[src/rmc_ram.sv]
module rmc_ram #(
    parameter int WIDTH = 8,
    parameter int DEPTH = 64,
    localparam int ADDR_W = (DEPTH > 1) ? $clog2(DEPTH) : 1
) (
    input  logic              aclk,
    input  logic              wr_en,
    input  logic [ADDR_W-1:0] wr_addr,
    input  logic [WIDTH-1:0]  wr_data,
    input  logic              rd_en,
    input  logic [ADDR_W-1:0] rd_addr,
    output logic [WIDTH-1:0]  rd_data
);

    logic [WIDTH-1:0] mem [DEPTH];

    always_ff @(posedge aclk) begin
        if (wr_en) begin
            mem[wr_addr] <= wr_data;
        end
        if (rd_en) begin
            rd_data <= mem[rd_addr];
        end
    end

endmodule

[config.mk]
export PLATFORM = sky130hd
export DESIGN_NAME = rmc_ram
export DESIGN_NICKNAME = d
export VERILOG_FILES = /design/src/rmc_ram.sv
export SDC_FILE = /design/constraint.sdc
export NUM_CORES = 1
export LEC_CHECK = 0
export ABC_AREA = 1
export BUFFER_PORTS_ARGS = -buffer_cell sky130_fd_sc_hd__buf_4
export CORE_ASPECT_RATIO = 0.8
export CORE_UTILIZATION = 30
export DETAILED_ROUTE_END_ITERATION = 10
export PLACE_DENSITY = 0.42
export SLEW_MARGIN = 20
export SYNTH_ARGS = -nofsm -noshare
export SYNTH_HDL_FRONTEND = slang
export SYNTH_SLANG_ARGS = --single-unit
export TNS_END_PERCENT = 30
[constraint.sdc]
create_clock -name aclk -period 3.8 [get_ports aclk]
set_input_delay 0.57 -clock aclk [delete_from_list [all_inputs] [get_ports aclk]]
set_output_delay 0.57 -clock aclk [all_outputs]
set_load 0.02 [all_outputs]
# Yosys cells after proc, flatten, opt, wreduce, memory -nomap -nowiden
# Memories as Yosys holds them, arrays and structs flattened. A register that Yosys moved wholly into a read port is not among the register bits.
# Cells that the tools add are included.
# Widths: inputs -> output; s select.
op_classes:
  n_mux: 2
ops:
  columns: ["cell", "count"]
  rows:
  - ["$mux 1", 2]
totals:
  ram_bits: 512
  elab_cells: 3
  regBits: 0
  memories: 1
mem_list:
  columns: ["memory", "words", "word_bits", "rd", "rd_ports_with_merged_regs", "write_ports", "line_no", "text"]
  rows:
  - ["mem", 64, 8, 1, 1, 1, "15", "logic [WIDTH-1:0] mem [DEPTH];"]

# Depth between registers and ports, before layout
# Gate-level depths: netlist (run 1).
depth:
  depth_word: 2
  depth_mapped: 12
  mapped_depth_nobuf: 9

# Worst setup path after synthesis (run 1)
# OpenSTA, ideal clock, no wires.
synth_path:
  path_kind: "input -> register"
  from: "input wr_en"
  to: "memory mem[48][0], enable pin"
  path_stages: 3
  setup_ns: 0.395
  path_slack_ns: 1.464
  n_path_buf: 1
  arrival_time_ns: 1.941
  path_cell_list: "clkbuf_1 > nand4_1 > nor4_1"
synth_between:
  elab_chain_len: 2
synth_lines:
  columns: ["element", "line_no", "text"]
  rows:
  - ["from (decl)", "7", "input logic wr_en,"]
  - ["$mux 1", "18", "if (wr_en) begin"]
  - ["$mux 1 (not written as such)", "19", "mem[wr_addr] <= wr_data;"]
  - ["to (decl)", "15", null]
# Every way passes these cells.

==> results of run 1 <==
-- cell type report --
type | instances | area (um2)
Multi-Input combinational cell | 1160 | 4950
Clock inverter | 34 | 219
Inverter | 12 | 52.6
Clock buffer | 66 | 1460
Fill cell | 7039 | 46100
Timing Repair Buffer | 118 | 1000
Sequential cell | 520 | 15600
Tap cell | 934 | 1170
-- per-stage QoR --
stage	instance area [um2]	total power [uW]	hold WS (ns)
after global placement	22800	7320	0.872
after global routing	24500	12700	0.250
after CTS	24500	12500	0.227
final	24500	12300	0.257
after detailed placement	22800	7320	0.863
after floorplan	21400	6950	0.669
-- per-layer routing --
layer / global-route usage (%) / wire (um) / up-vias
met5: 0 / 22 / -
met4: 4.66 / 1410 / 4
met3: 2.57 / 3230 / 89
met2: 25.2 / 26500 / 369
met1: 27.1 / 32000 / 6914
li1: - / - / 6487
-- worst register-to-register path, cell delays in order (launching register included) --
cell and delay (ns):
edfxtp_1 0.36, nand2_1 0.07, nand3_1 0.08, nand3_1 0.15, nand2_1 0.18, nand2_1 0.11, nand3_1 0.09, nand3_1 0.18
nand2_1 0.07
-- path summary, 6_finish.rpt --
path	to	from	cells after the start
hold / removal	rd_data[3]	rd_en	1
setup reg to reg	rd_data[4]	mem[18][4]	8
setup / recovery	rd_data[0]	rd_addr[1]	11
hold reg to reg	rd_data[3]	mem[52][3]	8
-- sequential cells by signal (all words and copies together) (netlist names) --
name / count
rd_data: 8
mem: 512
-- where the power goes --
part           switching, uW  leakage [uW]  internal (uW)
sequential              26.4       0.00469           6360
clock                   2230      0.000827           2910
combinational            608       0.00322            193
-- Yosys cell counts (all sizes together) --
master  instances
buf            98
clkbuf         15
edfxtp        520
inv            12
nand2         648
nand3         439
nand4           9
nor2           56
nor4            8
-- cell families after synthesis --
kind of cell / after synthesis / share of synthesized area, %
flip-flops: 520 / 72.9
AND/OR/NAND/NOR: 1160 / 23.1
buffers and inverters: 125 / 4.01
-- cells in the final DEF, fill, tap and decap left out --
cell | synthesis | final
clkbuf_16 | 0 | 57
clkbuf_8 | 0 | 1
edfxtp_1 | 520 | 520
inv_2 | 1 | 1
clkbuf_1 | 15 | 9
inv_6 | 1 | 1
clkinv_1 | 0 | 21
nand4_1 | 9 | 9
bufinv_16 | 0 | 3
inv_4 | 0 | 1
nor2_1 | 56 | 56
nand2_1 | 648 | 648
inv_1 | 10 | 9
nor4_1 | 8 | 8
nand3_1 | 439 | 439
clkinv_2 | 0 | 10
buf_4 | 14 | 108
buf_12 | 0 | 9
==> results, run 1 <==
- The TritonCTS sink count is 520.
- The number of nets with antenna violations after detailed routing is 0.
- In this design, the stage delay of the slowest critical-path cell is 0.40 ns.
- Timing would allow up to roughly 0.46 GHz.
- Dividing the synthesized area by the synthesized cell count gives ~12 um2.
- The count of buffers inserted at the top-level ports is 30.
- The final critical path takes up 57.0% of the cycle.
- The hold buffer count at CTS is 0.
- By instance count, the cell type seen most on the critical path is nand3_1.
- The startpoint type of the worst setup path is a primary input.
- The final sum of negative setup slack is 0 ns.
- The count of standard-cell rows is 87.
- The clock passes through at most 3 buffers.
- The DRC violation total after the first TritonRoute iteration is 1128.
- The worst slack at placement is between 1 and 1.5 ns.
- The number of instances in the placed design is roughly 2700.
- The worst pin sits at a relative slew slack of 24.8%.
- The number of top-level design ports is 31.
- The count of vias placed by the detailed router is around 14000.
- The analysis attributes to cell leakage a power of 0.00873 uW.
- The critical path's slowest cell is buf_4.
- The detailed-routing iteration count for the pre-antenna-repair pass is 5.
- Setup violations remaining at the end of the flow were counted as 0.
- The smallest setup slack after layout is 1.63 ns.
- The count of cells resized by post-cts repair is 0.
- The highest fanout seen on the critical path is 33.
- The number of setup buffers added after CTS is 0.
- On the final layout, the worst clock skew is about 0.011 ns.
- Global routing used 17.5% of the available tracks.
- Sorting the synthesized cells by area gives the leading types as edfxtp_1 73%, nand2_1 11%, nand3_1 10%, buf_6 1.8%, nor2_1 0.98%.
- TritonCTS built the clock tree.
- The detailed-route wire length per cell is approximately 22 um.
- STA classifies the critical path endpoint as a register.
- The final hold violation count is 0.
- The number of design rule violations left after detail routing is 0.
- Data on the critical path is required at its endpoint by approximately 4.2 ns.
- For this run, the number of Yosys warnings is 0.
- The first global-routing pass estimated 92600 um of wire.
- In this design, the largest share of critical-path delay is due to buffers and inverters.
- The critical path arrival is 2.52 ns.
- Walking the worst path, the cells encountered are buf_4 -> inv_4 -> buf_4 -> buf_4 -> nand3_1 -> nand3_1 -> nand2_1 -> nand2_1 -> nand3_1 -> nand3_1 -> nand2_1.
- The number of max-cap violations is 0.
- The via count of the first global-routing pass is 13400.
- Summed over its instances, the top area cell type makes up 72.9% of the synthesized netlist area.
- The run finished with clean final reports.
- The later pin in the worst-skew pair is clocked with a latency of 0.60 ns.
- The floorplan die width is 301 um.
- The CTS buffer count is 54.
- VDD sags by at most 0.361 mV.
- The number of buffer and inverter stages on the critical path is 4.
- The smallest clock period supported by the final layout is computed as 2.17 ns.
- The estimated wirelength of the detail-placed design is 36400 um.
- The number of antenna diodes in the final layout is 0.
- For this run, the post-layout net count is 1889.
- The area added between synthesis and finish is 14.2%.
- The count of cell types in the netlist is 15.
- The maximum number of pins on one net before global-route repair is between 100 and 150.
- The flop and latch count out of synthesis is 520.
- At the end of the flow the core is filled with cells to 34.7%.
- The non-filler instance count after layout is between 2000 and 3000.
- The cell area power density is a little over 500 nW/um2.
- Summed over all layers, the global routing overflow is 0.
- The register area share after synthesis is 72.9%.
- The area inside the core boundary is a little over 70000 um2.
- The vertical die dimension is 241 um.
- Summed over all layers, the routed wires come to 63200 um.
- The fraction of final layout cells sized beyond drive strength 1 is about 10%.
- The tightest min-delay check is of the primary input to register type.
- The number of nets in the synthesized netlist is approximately 1800.
- The H-tree depth is 2.
- The slack of the worst reg-to-reg path is between 2 and 2.5 ns.
- The number of slew-limit violations in the final report is 0.
- The global placer's final weighted congestion is slightly below 0.8.
- The biggest area contributor in the post-synthesis netlist is edfxtp_1.
- The critical path in this run is classified as primary input to register.
- The number of antenna violations at the first check in global routing is 2.
- For the pin with the worst max-slew slack, the measured transition is 1.13 ns.
- The floorplan die area is 72500 um2.
- After detailed routing, the number of vias per cell comes to slightly below 5.
- The count of mapped cells out of synthesis is 1805.
- The synthesized area is 21400 um2.
- Setup repair after global routing left no endpoint under its margin.
- The initial standard-cell utilization of the core is 30.4%.
- Clock-pin slew was measured on the worst setup and hold paths at 0.06 ns.
- The clock tree root driver cell is clkbuf_16.
No activity file was read; power rests on OpenSTA's default activity.
==> run 2: changes to the inputs <==
==> constraint.sdc (replaced) <==
create_clock -name aclk -period 2.05 [get_ports aclk]
set_input_delay 0.3075 -clock aclk [delete_from_list [all_inputs] [get_ports aclk]]
set_output_delay 0.3075 -clock aclk [all_outputs]
set_load 0.02 [all_outputs]
==> results, run 2 (same netlist as run 1, synthesis figures left out) <==
- The number of slew-limit violations in the final report is 0.
- For this run, the detailed router's first-pass iteration total came to 5.
- The via count of the first global-routing pass is 13800.
- The filler cells instantiated in the layout total 6998.
- The startpoint-to-endpoint class of the critical path is register to output port.
- The worst slew slack as a fraction of its limit is 41.9%.
- The count of standard-cell rows is 87.
- The sequential group share of total power is a little over 50%.
- Clock tree synthesis inserted a total of 54 buffers.
- The maximum VDD drop is 0.536 mV.
- The largest registers in the layout are mem x512, rd_data x8.
- The global placer's final weighted congestion is 0.799.
- After clock tree synthesis, the repair step resized 0 gates.
- In the global route stage, met1 resource usage came out at 28.0%.
- The register with the most flip-flops is mem.
- The fraction of final layout cells sized beyond drive strength 1 is 12.3%.
- STA classifies the critical path startpoint as a register.
- The via count normalized by instance count is 4.84.
- The total inserted antenna cells is 0.
- The clock arrives with 0.0160 ns of skew.
- The final hold violation count is 0.
- The final sum of negative setup slack is 0 ns.
- The count of buffers added by post-CTS timing repair for setup is 0.
- The met2 track demand over resource is 25.2%.
- Wires add up to around 63000 um.
- Dividing the final minimum period by the clock period gives 80.6%.
- The estimated wirelength of the detail-placed design is slightly below 40000 um.
- Once layout is complete, the cells apart from fillers number roughly 2900.
- The multi-input combinational cell area is 4950 um2.
- The number of hold buffers added after CTS was 0.
- After the first detailed-routing iteration, the DRC count stood at 1227.
- The number of top-level design ports is 31.
- The largest stage delay on the critical path is between 0.5 and 0.6 ns.
- The internal power of the cells totals 17800 uW.
- From synthesis to final layout, the design area changed by 17.3%.
- For the pin with the worst max-slew slack, the measured transition is 0.871 ns.
- STA classifies the critical path endpoint as an output port.
- The signal on the critical path passes through buf_4.
- In this run, placement finished with an instance count of approximately 2800.
- From bottom edge to top edge, the die measures 241 um.
- The critical path's slowest cell is edfxtp_1.
- Across the run, the number of max-cap violations was 0.
- TritonCTS built the clock tree.
- On the final layout, the worst hold slack is 0.0654 ns.
- Summed over all nets, the switching power comes to 5300 uW.
- The met3 track utilization from global routing is under 10%.
- In this run switching power makes up 23.0% of total power.
- The aggregate global-route resource usage is between 15 and 20%.
- The count of buffers added on input and output ports is 30.
- Setup repair after global routing left no endpoint under its margin.
- The flow ran to the end, and the final reports show no timing, DRC or antenna violations.
- The sequential cell area in the final layout is 15600 um2.
- The maximum number of buffers from clock root to sink is 3.
- The clock period minus worst slack is 1.65 ns.
- Before CTS, the worst setup slack after placement is -0.0133 ns.
- Setup slack closes at 0.398 ns.
- In the routed design, unresolved DRC markers number 0.
- The floorplan die area is between 70000 and 80000 um2.
- The total overflow reported by the global router is 0.
- The area inside the core boundary is roughly 71000 um2.
- In the final routed layout, each cell accounts on average for 21.9 um.
- Static timing analysis puts the maximum clock frequency at 0.605 GHz.
- The H-tree depth is 2.
- Cells fill 35.6% of the core in the end.
- The cell sitting at the root of the clock tree is a clkbuf_16.
- The number of buffers and inverters on the critical path is 1.
- In this run the static leakage power is 0.00908 uW.
- Measured along the x axis, the die boundary spans ~300 um.
- The first global-routing pass estimated about 94000 um of wire.
- After clock tree synthesis, the clock-pin slew on the worst setup and hold paths is 0.06 ns.
- Entering global routing, the biggest net connects just under 70 pins.
- The library cell used most frequently in the layout, excluding fill and tap cells, is nand2_1.
- The number of antenna violations at the first check in global routing was 0.
- The family with the most delay on the worst path is flip-flops.
- For this run, the post-layout net count is between 1500 and 2000.
- The busiest layer in global routing is met1.
- The power share of the clock group is 41.8%.
- The library cells used most frequently in the layout, excluding fill and tap cells, are 648 x nand2_1, 520 x edfxtp_1, 439 x nand3_1, 135 x buf_4, 57 x clkbuf_16.
- The combinational group share of total power is 7.0%.
- The TritonCTS sink count is 520.
- Once the floorplan was initialized, standard cells occupied between 30% and 40% of the core.
- In this run the power density over the cells is 919 nW/um2.
- The critical path arrival is 1.34 ns.
- The routed layout has 14000 vias.
- Along the worst path, the maximum fanout reaches 1.
- The number of flip-flops under the largest register name is 512.
- The insertion delay of the later-clocked pin in the worst-skew pair is 0.60 ns.
- The min-delay analysis places its worst path in the category primary input to register.
- The final number of setup-violating endpoints is 0.
- Data on the critical path is required at its endpoint by 1.74 ns.
- The detail route stage leaves a number of antenna-violating nets equal to 0.
## run 2: cell types whose count changed in the layout (fill, tap and decap cells not counted)
cell / delta
buf_12: +22
clkinv_4: +1
clkinv_2: -2
bufinv_16: +1
buf_4: +27
clkinv_1: -4
clkbuf_1: +3
## run 2: power by group through the flow
stage | combinational (uW) | sequential [uW] | clock (uW)
2_1_floorplan | 827 | 12100 | 0
3_3_place_gp | 1640 | 12100 | 0
3_5_place_dp | 1640 | 12100 | 0
4_1_cts | 1640 | 11800 | 9900
5_1_grt | 1770 | 11800 | 10300
6_report | 1630 | 11800 | 9650
## run 2: through the flow
stage / total power (uW) / cell area [um2]
floorplan: 12900 / 21400
global placement: 13700 / 23400
detailed placement: 13700 / 23400
CTS: 23400 / 25100
global route: 23900 / 25100
finish: 23100 / 25100
## run 2: path summary, 6_finish.rpt
path / startpoint / end / slack (ns) / cells after the start
setup reg to reg: mem[55][3] / rd_data[3] / 0.45 / 8
hold reg to reg: mem[28][1] / rd_data[1] / 0.93 / 8
setup / recovery: rd_data[6] / rd_data[6] / 0.40 / 1
hold / removal: rd_en / rd_data[0] / 0.07 / 1
## run 2: final cells by class
type	count	share of cell area, %
multi-input combinational	1160	19.7
sequential	520	62.1
timing repair buffer	167	6.56
clock inverter	30	0.926
tap	934	4.65
clock buffer	69	5.85
inverter	12	0.209
## run 2: metal layers
| metal | share of wire, % | vias up |
|---|---|---|
| met1 | 52 | 6974 |
| met3 | 5.1 | 86 |
| met2 | 41 | 346 |
| li1 | - | 6581 |
| met5 | 0 | - |
| met4 | 2.0 | 0 |
